**config.mk**
```make
export PLATFORM = sky130hd
export DESIGN_NAME = cnv_ctrl
export DESIGN_NICKNAME = d
export VERILOG_FILES = /design/src/assert_macros.svh /design/src/cnv_pkg.sv /design/src/cnv_ctrl.sv
export SDC_FILE = /design/constraint.sdc
export NUM_CORES = 1
export LEC_CHECK = 0
export BUFFER_PORTS_ARGS = -buffer_cell sky130_fd_sc_hd__buf_2
export CELL_PAD_IN_SITES_DETAIL_PLACEMENT = 1
export CELL_PAD_IN_SITES_GLOBAL_PLACEMENT = 2
export CORE_AREA = 2 2 39 41
export CTS_CLUSTER_DIAMETER = 40
export DETAILED_ROUTE_END_ITERATION = 6
export DIE_AREA = 0 0 41 43
export PLACE_DENSITY = 0.7
export SETUP_SLACK_MARGIN = 0.4
export SLEW_MARGIN = 20
export SYNTH_ARGS = -nofsm -noshare
export SYNTH_HDL_FRONTEND = slang
export SYNTH_SLANG_ARGS = --single-unit
```
**constraint.sdc**
```tcl
create_clock -name clk -period 3.3 [get_ports clk]
set_input_delay 0.33 -clock clk [delete_from_list [all_inputs] [get_ports clk]]
set_output_delay 0.33 -clock clk [all_outputs]
set_load 0.02 [all_outputs]
```
**src/assert_macros.svh**
```systemverilog
// ----------------------------------------------------------------------------
// assert_macros.svh
// Assertion macros used by conv2d_forward_multichannel.
// ----------------------------------------------------------------------------
`ifndef ASSERT_MACROS_SVH
`define ASSERT_MACROS_SVH

// Implication checked in the same cycle.
`define CNV_ASSERT_IMP(lbl, clk, rst_n, ante, cons) \
	lbl: assert property (@(posedge clk) disable iff (!rst_n) (ante) |-> (cons)) \
	else $error("assertion failed");

// Implication checked in the next cycle.
`define CNV_ASSERT_NXT(lbl, clk, rst_n, ante, cons) \
	lbl: assert property (@(posedge clk) disable iff (!rst_n) (ante) |=> (cons)) \
	else $error("assertion failed");

`endif

```
**src/cnv_pkg.sv**
```systemverilog
// ----------------------------------------------------------------------------
// cnv_pkg
// Types, constants and codes of the convolution block.
// ----------------------------------------------------------------------------
package cnv_pkg;

	// Store dimensions.
	localparam int MAX_CHANNELS = 16;
	localparam int MAX_DIM      = 64;
	localparam int MAX_FILTERS  = 16;
	localparam int MAX_KERNEL   = 8;

	localparam int WEIGHT_DEPTH = MAX_FILTERS * MAX_CHANNELS * MAX_KERNEL * MAX_KERNEL;
	localparam int SAMPLE_DEPTH = MAX_CHANNELS * MAX_DIM * MAX_DIM;

	// Command codes.
	localparam logic [1:0] CMD_WEIGHT  = 2'd0;
	localparam logic [1:0] CMD_BIAS    = 2'd1;
	localparam logic [1:0] CMD_SAMPLE  = 2'd2;
	localparam logic [1:0] CMD_COMPUTE = 2'd3;

	// Status codes.
	localparam logic [1:0] ST_OK      = 2'd0;
	localparam logic [1:0] ST_BAD_POS = 2'd1;
	localparam logic [1:0] ST_BAD_PAD = 2'd2;

	// Register indexes.
	localparam logic [2:0] REG_CHANNELS = 3'd0;
	localparam logic [2:0] REG_HEIGHT   = 3'd1;
	localparam logic [2:0] REG_WIDTH    = 3'd2;
	localparam logic [2:0] REG_FILTERS  = 3'd3;
	localparam logic [2:0] REG_KERNEL   = 3'd4;
	localparam logic [2:0] REG_STEP     = 3'd5;
	localparam logic [2:0] REG_PAD      = 3'd6;

	// Commands from the controller to the datapath.
	typedef struct packed {
		logic capture;
		logic start;
		logic step;
		logic load;
	} ctrl_cmd_t;

	// Status from the datapath to the controller.
	typedef struct packed {
		logic [1:0] err;
		logic       last_tap;
		logic       no_taps;
		logic       out_free;
	} dp_stat_t;

endpackage

```
**src/cnv_ctrl.sv**
```systemverilog
// ----------------------------------------------------------------------------
// cnv_ctrl
// Controller: sequences loads, the tap loop, the drain and the result.
// ----------------------------------------------------------------------------
module cnv_ctrl (
	input  logic               clk,
	input  logic               arst_n,
	input  logic               accept,
	input  logic               is_compute,
	input  cnv_pkg::dp_stat_t  stat,
	output logic               ready,
	output cnv_pkg::ctrl_cmd_t cmd
);
	import cnv_pkg::*;

	localparam logic [2:0] S_IDLE  = 3'd0;
	localparam logic [2:0] S_CHECK = 3'd1;
	localparam logic [2:0] S_RUN   = 3'd2;
	localparam logic [2:0] S_DRAIN = 3'd3;
	localparam logic [2:0] S_FIN   = 3'd4;

	logic [2:0] state_q, state_d;
	logic [1:0] drain_q;

	// Next state and commands.
	always_comb begin
		state_d     = state_q;
		ready       = 1'b0;
		cmd         = '0;
		cmd.capture = accept;
		case (state_q)
			S_IDLE: begin
				ready = 1'b1;
				if (accept && is_compute) state_d = S_CHECK;
			end
			S_CHECK: begin
				cmd.start = 1'b1;
				if (stat.err != ST_OK) state_d = S_FIN;
				else if (stat.no_taps) state_d = S_DRAIN;
				else state_d = S_RUN;
			end
			S_RUN: begin
				cmd.step = 1'b1;
				if (stat.last_tap) state_d = S_DRAIN;
			end
			S_DRAIN: begin
				if (drain_q == 2'd2) state_d = S_FIN;
			end
			S_FIN: begin
				if (stat.out_free) begin
					cmd.load = 1'b1;
					state_d  = S_IDLE;
				end
			end
			default: state_d = S_IDLE;
		endcase
	end

	// State and drain counter.
	always_ff @(posedge clk or negedge arst_n) begin
		if (!arst_n) begin
			state_q <= S_IDLE;
			drain_q <= '0;
		end else begin
			state_q <= state_d;
			if (state_q == S_DRAIN) drain_q <= drain_q + 2'd1;
			else drain_q <= '0;
		end
	end
endmodule

```
==> impl_metrics.csv, run 1 <==
group,metric,value,unit
setup_path,arrival,1.22,ns
floorplan,io_pins,14,
routing,dr_wl_met2,309,µm
synthesis,synthCells,30,
finish,nets,57,
setup_path,startpoint_type,"register",
clock_network,cts_tree,"built",
worst_hold_path,hp-class,"in -> reg",
timing,setup_tns,0,ns
place,hpwl,488.3,µm
floorplan,die_x,41,µm
clock_network,cts_resized,0,
synthesis,yosys_warnings,0,
routing,wl_met1,245,µm
floorplan,core.rowCount,14,
clock_network,cts_setup_buffers,0,
global_routing,antenna_found_initial,0,
global_routing,overflow,0,
timing,report.final.hold_viol_count,0,
timing,relSlewSlack,77.77,%
global_routing,grt_pass1_vias,267,
setup_path,path_cells,"nor2_1 -> and3_1 -> buf_2",
finish,instances_no_fill,62,
setup_path,cp_slowest_cell,"dfrtp_1",
timing,fin_crit_sh,47.10,%
floorplan,start_util,21.34,%
clock_network,cts_buffers,3,
routing,postRouteAntennaNets,0,
timing,worst_hold_slack,0.2932,ns
setup_path,critical-path-top-delay-family,"flip-flops",
routing,top_layer_used,"met4",
routing,routed_wirelength,598,µm
setup_path,max_stage_delay,0.46,ns
power_and_ir_drop,p_leak,0.2019,nW
synthesis,syn_nets,40,
place,place_inst,57,
routing,vias,274,
clock_network,cts-htree-levels,1,
setup_path,critPathCaptureType,"primary output",
timing,rsz0062_at_grt,"false",
job,maxCapViolCount,0,
setup_path,crit_type,"reg -> out",
routing,route.detailed.wl_per_inst,9.645,µm
clock_network,cts.clk_slew.worst_paths,0.04,ns
setup_path,path_max_fanout,9,
clock_network,hold_buffers,1,
global_routing,grt_pass1_wl,1.021,mm
clock_network,clock-root-buffer,"clkbuf_4",
routing,route.detailed.drc,0,
routing,drt-initial-drc-count,1,
synthesis,syn_area_per_cell,9.843,µm²
place,gp_congestion,0.7066,
global_routing,grt_max_degree,10,
synthesis,yosysSeqAreaShare,42.37,%
timing,finalCriticalPeriod,1.554,ns
timing,finalMaxSlewViolations,0,
routing,firstDrtPassIters,2,
timing,max_freq,643.4,MHz
setup_path,ff2ff_setup_slack,2.06,ns
finish,area_delta_synth_final,34.75,%
finish,antennaDiodeCount,0,
clock_network,clock_path_buffers,2,
synthesis,synth-seq-cells,5,
timing,worst_pin_slew,0.3309,ns
synthesis,netlist_area,295.3,µm²
routing,met3_wirelength,32,µm
floorplan,die_area,1763,µm²
finish,fillers,170,
status,status,"complete, no violations",
power_and_ir_drop,p_per_area,842.9,nW/µm²
setup_path,required,2.97,ns
synthesis,ys_types,20,
power_and_ir_drop,ir_worst_vdd,204.0,µV
place,place_area,361.6,µm²
floorplan,fp.dieH,43,µm
place,io_buffers,13,
clock_network,clock_latency,0.24,ns
finish,layout_commonest_cell,"buf_2",
timing,skew,0.001984,ns
floorplan,core_area,1384,µm²
global_routing,grt_use_total,8.797,%
routing,via_per_inst,4.419,
setup_path,cp_num_buf_inv,1,
finish,final_core_utilization,28.75,%
finish,mostFrequentLayoutCells,"13 x buf_2, 5 x nor2_1, 5 x dfrtp_1",
finish,drive_above_1_share,39.13,%
clock_network,cts_sinks,5,
finish,finalInstanceArea,397.9,µm²
timing,setup_violations,0,
power by group:
part	total (mW)	leakage [nW]	switching [mW]	internal, mW
clock	0.0674	0.0150	0.0219	0.0455
sequential	0.114	0.0665	0.0331	0.0809
combinational	0.154	0.120	0.0805	0.0735
total	0.335	0.202	0.135	0.200
layer usage:
| layer | GRT usage, % | vias to the layer above |
|---|---|---|
| met5 | 0 | - |
| met4 | 8.000 | 0 |
| met3 | 1.571 | 2 |
| met2 | 11.56 | 11 |
| met1 | 11.51 | 125 |
| li1 | - | 136 |
cell usage after synthesis:
| master | count | area, µm² |
|---|---|---|
| dfrtp_1 | 5 | 125.1 |
| nor2_1 | 5 | 18.77 |
| nand2_1 | 2 | 7.510 |
| nor3_1 | 2 | 10.01 |
| a21boi_0 | 1 | 7.510 |
| a21boi_1 | 1 | 7.510 |
| a21oi_1 | 1 | 5.000 |
| a221o_1 | 1 | 10.01 |
| and3_1 | 1 | 6.260 |
| buf_4 | 1 | 7.510 |
| buf_6 | 1 | 11.26 |
| ha_1 | 1 | 12.51 |
| inv_1 | 1 | 3.750 |
| nand2b_1 | 1 | 6.260 |
| nand2b_4 | 1 | 13.76 |
| nand3b_1 | 1 | 7.510 |
| nor2b_1 | 1 | 6.260 |
| nor3b_1 | 1 | 7.510 |
| o22ai_2 | 1 | 12.51 |
| o32ai_1 | 1 | 8.760 |
through the flow:
| step | setup WS (ns) | power [mW] |
|---|---|---|
| 5_1_grt | 1.624 | 0.3669 |
| 3_3_place_gp | 1.997 | 0.2719 |
| 6_report | 1.746 | 0.3354 |
| 3_5_place_dp | 1.989 | 0.2707 |
| 4_1_cts | 1.731 | 0.3406 |
| 2_1_floorplan | 1.967 | 0.2352 |
state kept, by name, summed over array words and instances, names as in the netlist:
name	cells
drain_q	2
state_q	3
path summary, 6_finish.rpt:
path,startpoint,end,cells after the start
worst max-delay path,state_q[0]$_DFFE_PN0P_,cmd[0],3
worst min-delay path,stat[0],state_q[2]$_DFFE_PN0P_,2
worst max register to register,drain_q[0]$_DFF_PN0_,state_q[0]$_DFFE_PN0P_,5
worst min register to register,drain_q[0]$_DFF_PN0_,drain_q[0]$_DFF_PN0_,1
max in group asynchronous,arst_n,drain_q[1]$_DFF_PN0_,2
min in group asynchronous,arst_n,state_q[0]$_DFFE_PN0P_,2
worst reg2reg max path, stage by stage (launching register included):
cell	delay, ns
dfrtp_1	0.36
inv_1	0.06
ha_1	0.21
a21boi_1	0.11
a221o_1	0.33
o22ai_2	0.10
cell type report:
class,count,area [µm²],area share [%]
repair buffers,14,75.07,18.87
well taps,16,20.02,5.031
flip-flops and latches,5,125.1,31.45
clock buffers,4,26.28,6.604
multi-input cells,22,147.6,37.11
inverters,1,3.754,0.9434
logic make-up (layout without fill, tap and decap cells):
family                     after synthesis  count (layout)  share of synthesized area, %
buffers and inverters                    3              19                         7.627
and+or+nand+nor                         15              15                         28.40
DFF                                      5               5                         42.37
adders and majority gates                1               1                         4.237
AOI/OAI and AO/OA                        6               6                         17.37
No activity file was read; power rests on OpenSTA's default activity.
==> inputs of run 2 (changes only) <==
--- a/config.mk
+++ b/config.mk
@@ -5,14 +5,14 @@
 export SDC_FILE = /design/constraint.sdc
 export NUM_CORES = 1
 export LEC_CHECK = 0
+export ABC_AREA = 1
 export BUFFER_PORTS_ARGS = -buffer_cell sky130_fd_sc_hd__buf_2
 export CELL_PAD_IN_SITES_DETAIL_PLACEMENT = 1
 export CELL_PAD_IN_SITES_GLOBAL_PLACEMENT = 2
-export CORE_AREA = 2 2 39 41
+export CORE_UTILIZATION = 19
 export CTS_CLUSTER_DIAMETER = 40
 export DETAILED_ROUTE_END_ITERATION = 6
-export DIE_AREA = 0 0 41 43
-export PLACE_DENSITY = 0.7
+export PLACE_DENSITY = 0.68
 export SETUP_SLACK_MARGIN = 0.4
 export SLEW_MARGIN = 20
 export SYNTH_ARGS = -nofsm -noshare
==> constraint.sdc (replaced) <==
create_clock -name clk -period 1.37 [get_ports clk]
set_input_delay 0.137 -clock clk [delete_from_list [all_inputs] [get_ports clk]]
set_output_delay 0.137 -clock clk [all_outputs]
set_load 0.02 [all_outputs]
==> run 2 against run 1 <==
Against the previous run:
- sequential share of layout area shrank 8.3 points
- combinational power grew to 4.1 times the previous value
- wire length grew 45%
- flip-flop and latch count is the same
- first-iteration DRC count grew 100%
- register-to-register slack lost 1.9 ns
- core utilization grew 7.4 points
- critical path type unchanged
==> impl_metrics.csv, run 2 <==
group,metric,value,unit
clock_network,cts_tree,"built",
floorplan,core.rowCount,14,
synthesis,synth-seq-cells,5,
timing,setup_tns,0,ns
synthesis,ys_top_cells_by_count,"10 x nand2_1, 9 x inv_1, 8 x nor2_1",
setup_path,crit_type,"reg -> out",
global_routing,antenna_found_initial,0,
routing,vias,369,
synthesis,yosysMostFrequentCell,"nand2_1",
timing,finalMaxSlewViolations,0,
floorplan,fp.dieH,42.90,µm
setup_path,critPathCaptureType,"primary output",
floorplan,core_area,1541,µm²
floorplan,die_x,42.90,µm
power_and_ir_drop,combPwrFrac,58.3,%
status,status,"complete, no violations",
synthesis,yosys.area.top_type_share,39.37,%
routing,via_per_inst,4.291,
global_routing,grt_pass1_vias,399,
timing,worst_pin_slew,0.1802,ns
synthesis,async_flop_share,100.0,%
finish,drive_above_1_share,58.57,%
clock_network,clock_path_buffers,2,
floorplan,io_pins,14,
clock_network,clock_latency,0.24,ns
power_and_ir_drop,seqPwrFrac,25.4,%
place,io_buffers,13,
timing,rsz0062_at_grt,"true",
power_and_ir_drop,p_leak,0.2837,nW
synthesis,ys.flop_type,"dfrtp_1",
routing,route.detailed.wl_per_inst,10.08,µm
power_and_ir_drop,p_sw_share,44.03,%
finish,mostFrequentLayoutCells,"10 x buf_4, 9 x buf_2, 7 x inv_1, 7 x nand2_1, 5 x nor2_1",
synthesis,yosys_warnings,0,
power_and_ir_drop,power_switching,0.4734,mW
routing,firstDrtPassIters,2,
routing,postRouteAntennaNets,0,
finish,nets,81,
finish,antennaDiodeCount,0,
timing,report.final.hold_viol_count,0,
synthesis,syn_area_per_cell,6.909,µm²
timing,relSlewSlack,87.90,%
clock_network,cts_sinks,5,
synthesis,synth-edff-count,0,
synthesis,ys_types,13,
finish,top_regs,"state_q: 3 flops, drain_q: 2 flops",
timing,worst_hold_slack,0.2307,ns
global_routing,grt_pass1_wl,1.552,mm
finish,top_register,"state_q",
clock_network,cts-htree-levels,1,
power_and_ir_drop,p_per_area,1931,nW/µm²
synthesis,yosysSeqAreaShare,39.37,%
power_and_ir_drop,pwr-share-clk,16.2,%
finish,area_delta_synth_final,75.20,%
timing,setup_violations,0,
global_routing,grt_use_total,11.35,%
place,gp_congestion,0.6832,
clock_network,clock-root-buffer,"clkbuf_4",
place,hpwl,663,µm
setup_path,path_max_fanout,4,
clock_network,cts_buffers,3,
timing,finalCriticalPeriod,1.256,ns
floorplan,start_util,20.62,%
setup_path,startpoint_type,"register",
finish,final_core_utilization,36.12,%
synthesis,synthCells,46,
power_and_ir_drop,ir_worst_vdd,676.1,µV
job,maxCapViolCount,0,
setup_path,required,1.23,ns
synthesis,yosys.area.top_type,"dfrtp_1",
global_routing,grt_max_degree,6,
synthesis,ys_top_cells_by_area,"dfrtp_1 39%, nand2_1 12%, inv_1 11%",
routing,route.detailed.drc,0,
routing,drt-initial-drc-count,2,
timing,max_freq,796.2,MHz
worst_hold_path,hp-class,"in -> async",
power_and_ir_drop,p_int,0.6017,mW
timing,skew,0.0004450,ns
timing,fin_crit_sh,91.67,%
finish,largest_reg_flops,3,
global_routing,overflow,0,
setup_path,arrival,1.12,ns
finish,layout_commonest_cell,"buf_4",
synthesis,syn_nets,56,
clock_network,cts.clk_slew.worst_paths,0.04,ns
routing,routed_wirelength,867,µm
synthesis,netlist_area,317.8,µm²
floorplan,die_area,1840,µm²
==> run 2: what timing repair did <==
action	in CTS	in global routing
setup buffers	7	0
endpoints found under the hold margin	5	0
resized for setup	16	2
endpoints found under the setup margin	7	9
pin swaps	2	1
hold buffers	1	0
==> run 2: routing by layer <==
layer	vias to the layer above	share of wire [%]	GRT usage, %
li1	186	-	-
met1	171	48	14.40
met2	12	47	17.88
met3	0	5.0	3.830
met4	0	0	3.750
met5	-	0	0
==> run 2: layout make-up <==
| type | count | area [µm²] |
|---|---|---|
| clock buffers | 4 | 26.28 |
| fillers | 206 | 984.7 |
| inverters | 10 | 40.04 |
| multi-input cells | 30 | 200.2 |
| flip-flops and latches | 5 | 128.9 |
| well taps | 16 | 20.02 |
| repair buffers | 21 | 141.4 |
==> run 2: per-stage QoR <==
step	std cells	worst slack, ns	power (mW)	instance area (µm²)
floorplan	46	0.3454	0.5543	340.3
global placement	74	0.2164	0.6728	417.9
detailed placement	74	0.2148	0.6768	417.9
CTS	86	0.1017	1.069	546.8
global route	86	0.05825	1.170	556.8
finish	86	0.1141	1.075	556.8
==> run 2: critical path, stage by stage, from the launching register on <==
cell and delay [ns]:
dfrtp_2 0.45, nor4_4 0.25, buf_4 0.18
==> run 2: path summary, 6_finish.rpt <==
path / end / start / slack (ns) / cells past startpoint
max: cmd[0] / state_q[1]$_DFFE_PN0P_ / 0.11 / 2
min: drain_q[1]$_DFF_PN0_ / arst_n / 0.23 / 2
max reg2reg: state_q[0]$_DFFE_PN0P_ / state_q[0]$_DFFE_PN0P_ / 0.18 / 8
min reg2reg: drain_q[0]$_DFF_PN0_ / drain_q[0]$_DFF_PN0_ / 0.43 / 1
max in group asynchronous: state_q[1]$_DFFE_PN0P_ / arst_n / 0.99 / 2
min in group clk: state_q[0]$_DFFE_PN0P_ / stat[1] / 0.28 / 5
==> run 2: cell families after synthesis <==
| family | after synthesis | share of synthesized area (%) |
|---|---|---|
| flip-flops | 5 | 39.37 |
| AO/OA/AOI/OAI | 3 | 5.513 |
| buffers and inverters | 11 | 14.17 |
| AND/OR/NAND/NOR | 26 | 37.01 |
| adder cells (fa/ha/maj) | 1 | 3.936 |
==> run 2: power groups by stage <==
| stage | registers (mW) | clock network (mW) | logic [mW] |
|---|---|---|---|
| 6_report | 0.274 | 0.174 | 0.627 |
| 4_1_cts | 0.270 | 0.183 | 0.616 |
| 3_3_place_gp | 0.260 | 0 | 0.413 |
| 3_5_place_dp | 0.261 | 0 | 0.416 |
| 2_1_floorplan | 0.246 | 0 | 0.309 |
| 5_1_grt | 0.282 | 0.193 | 0.696 |
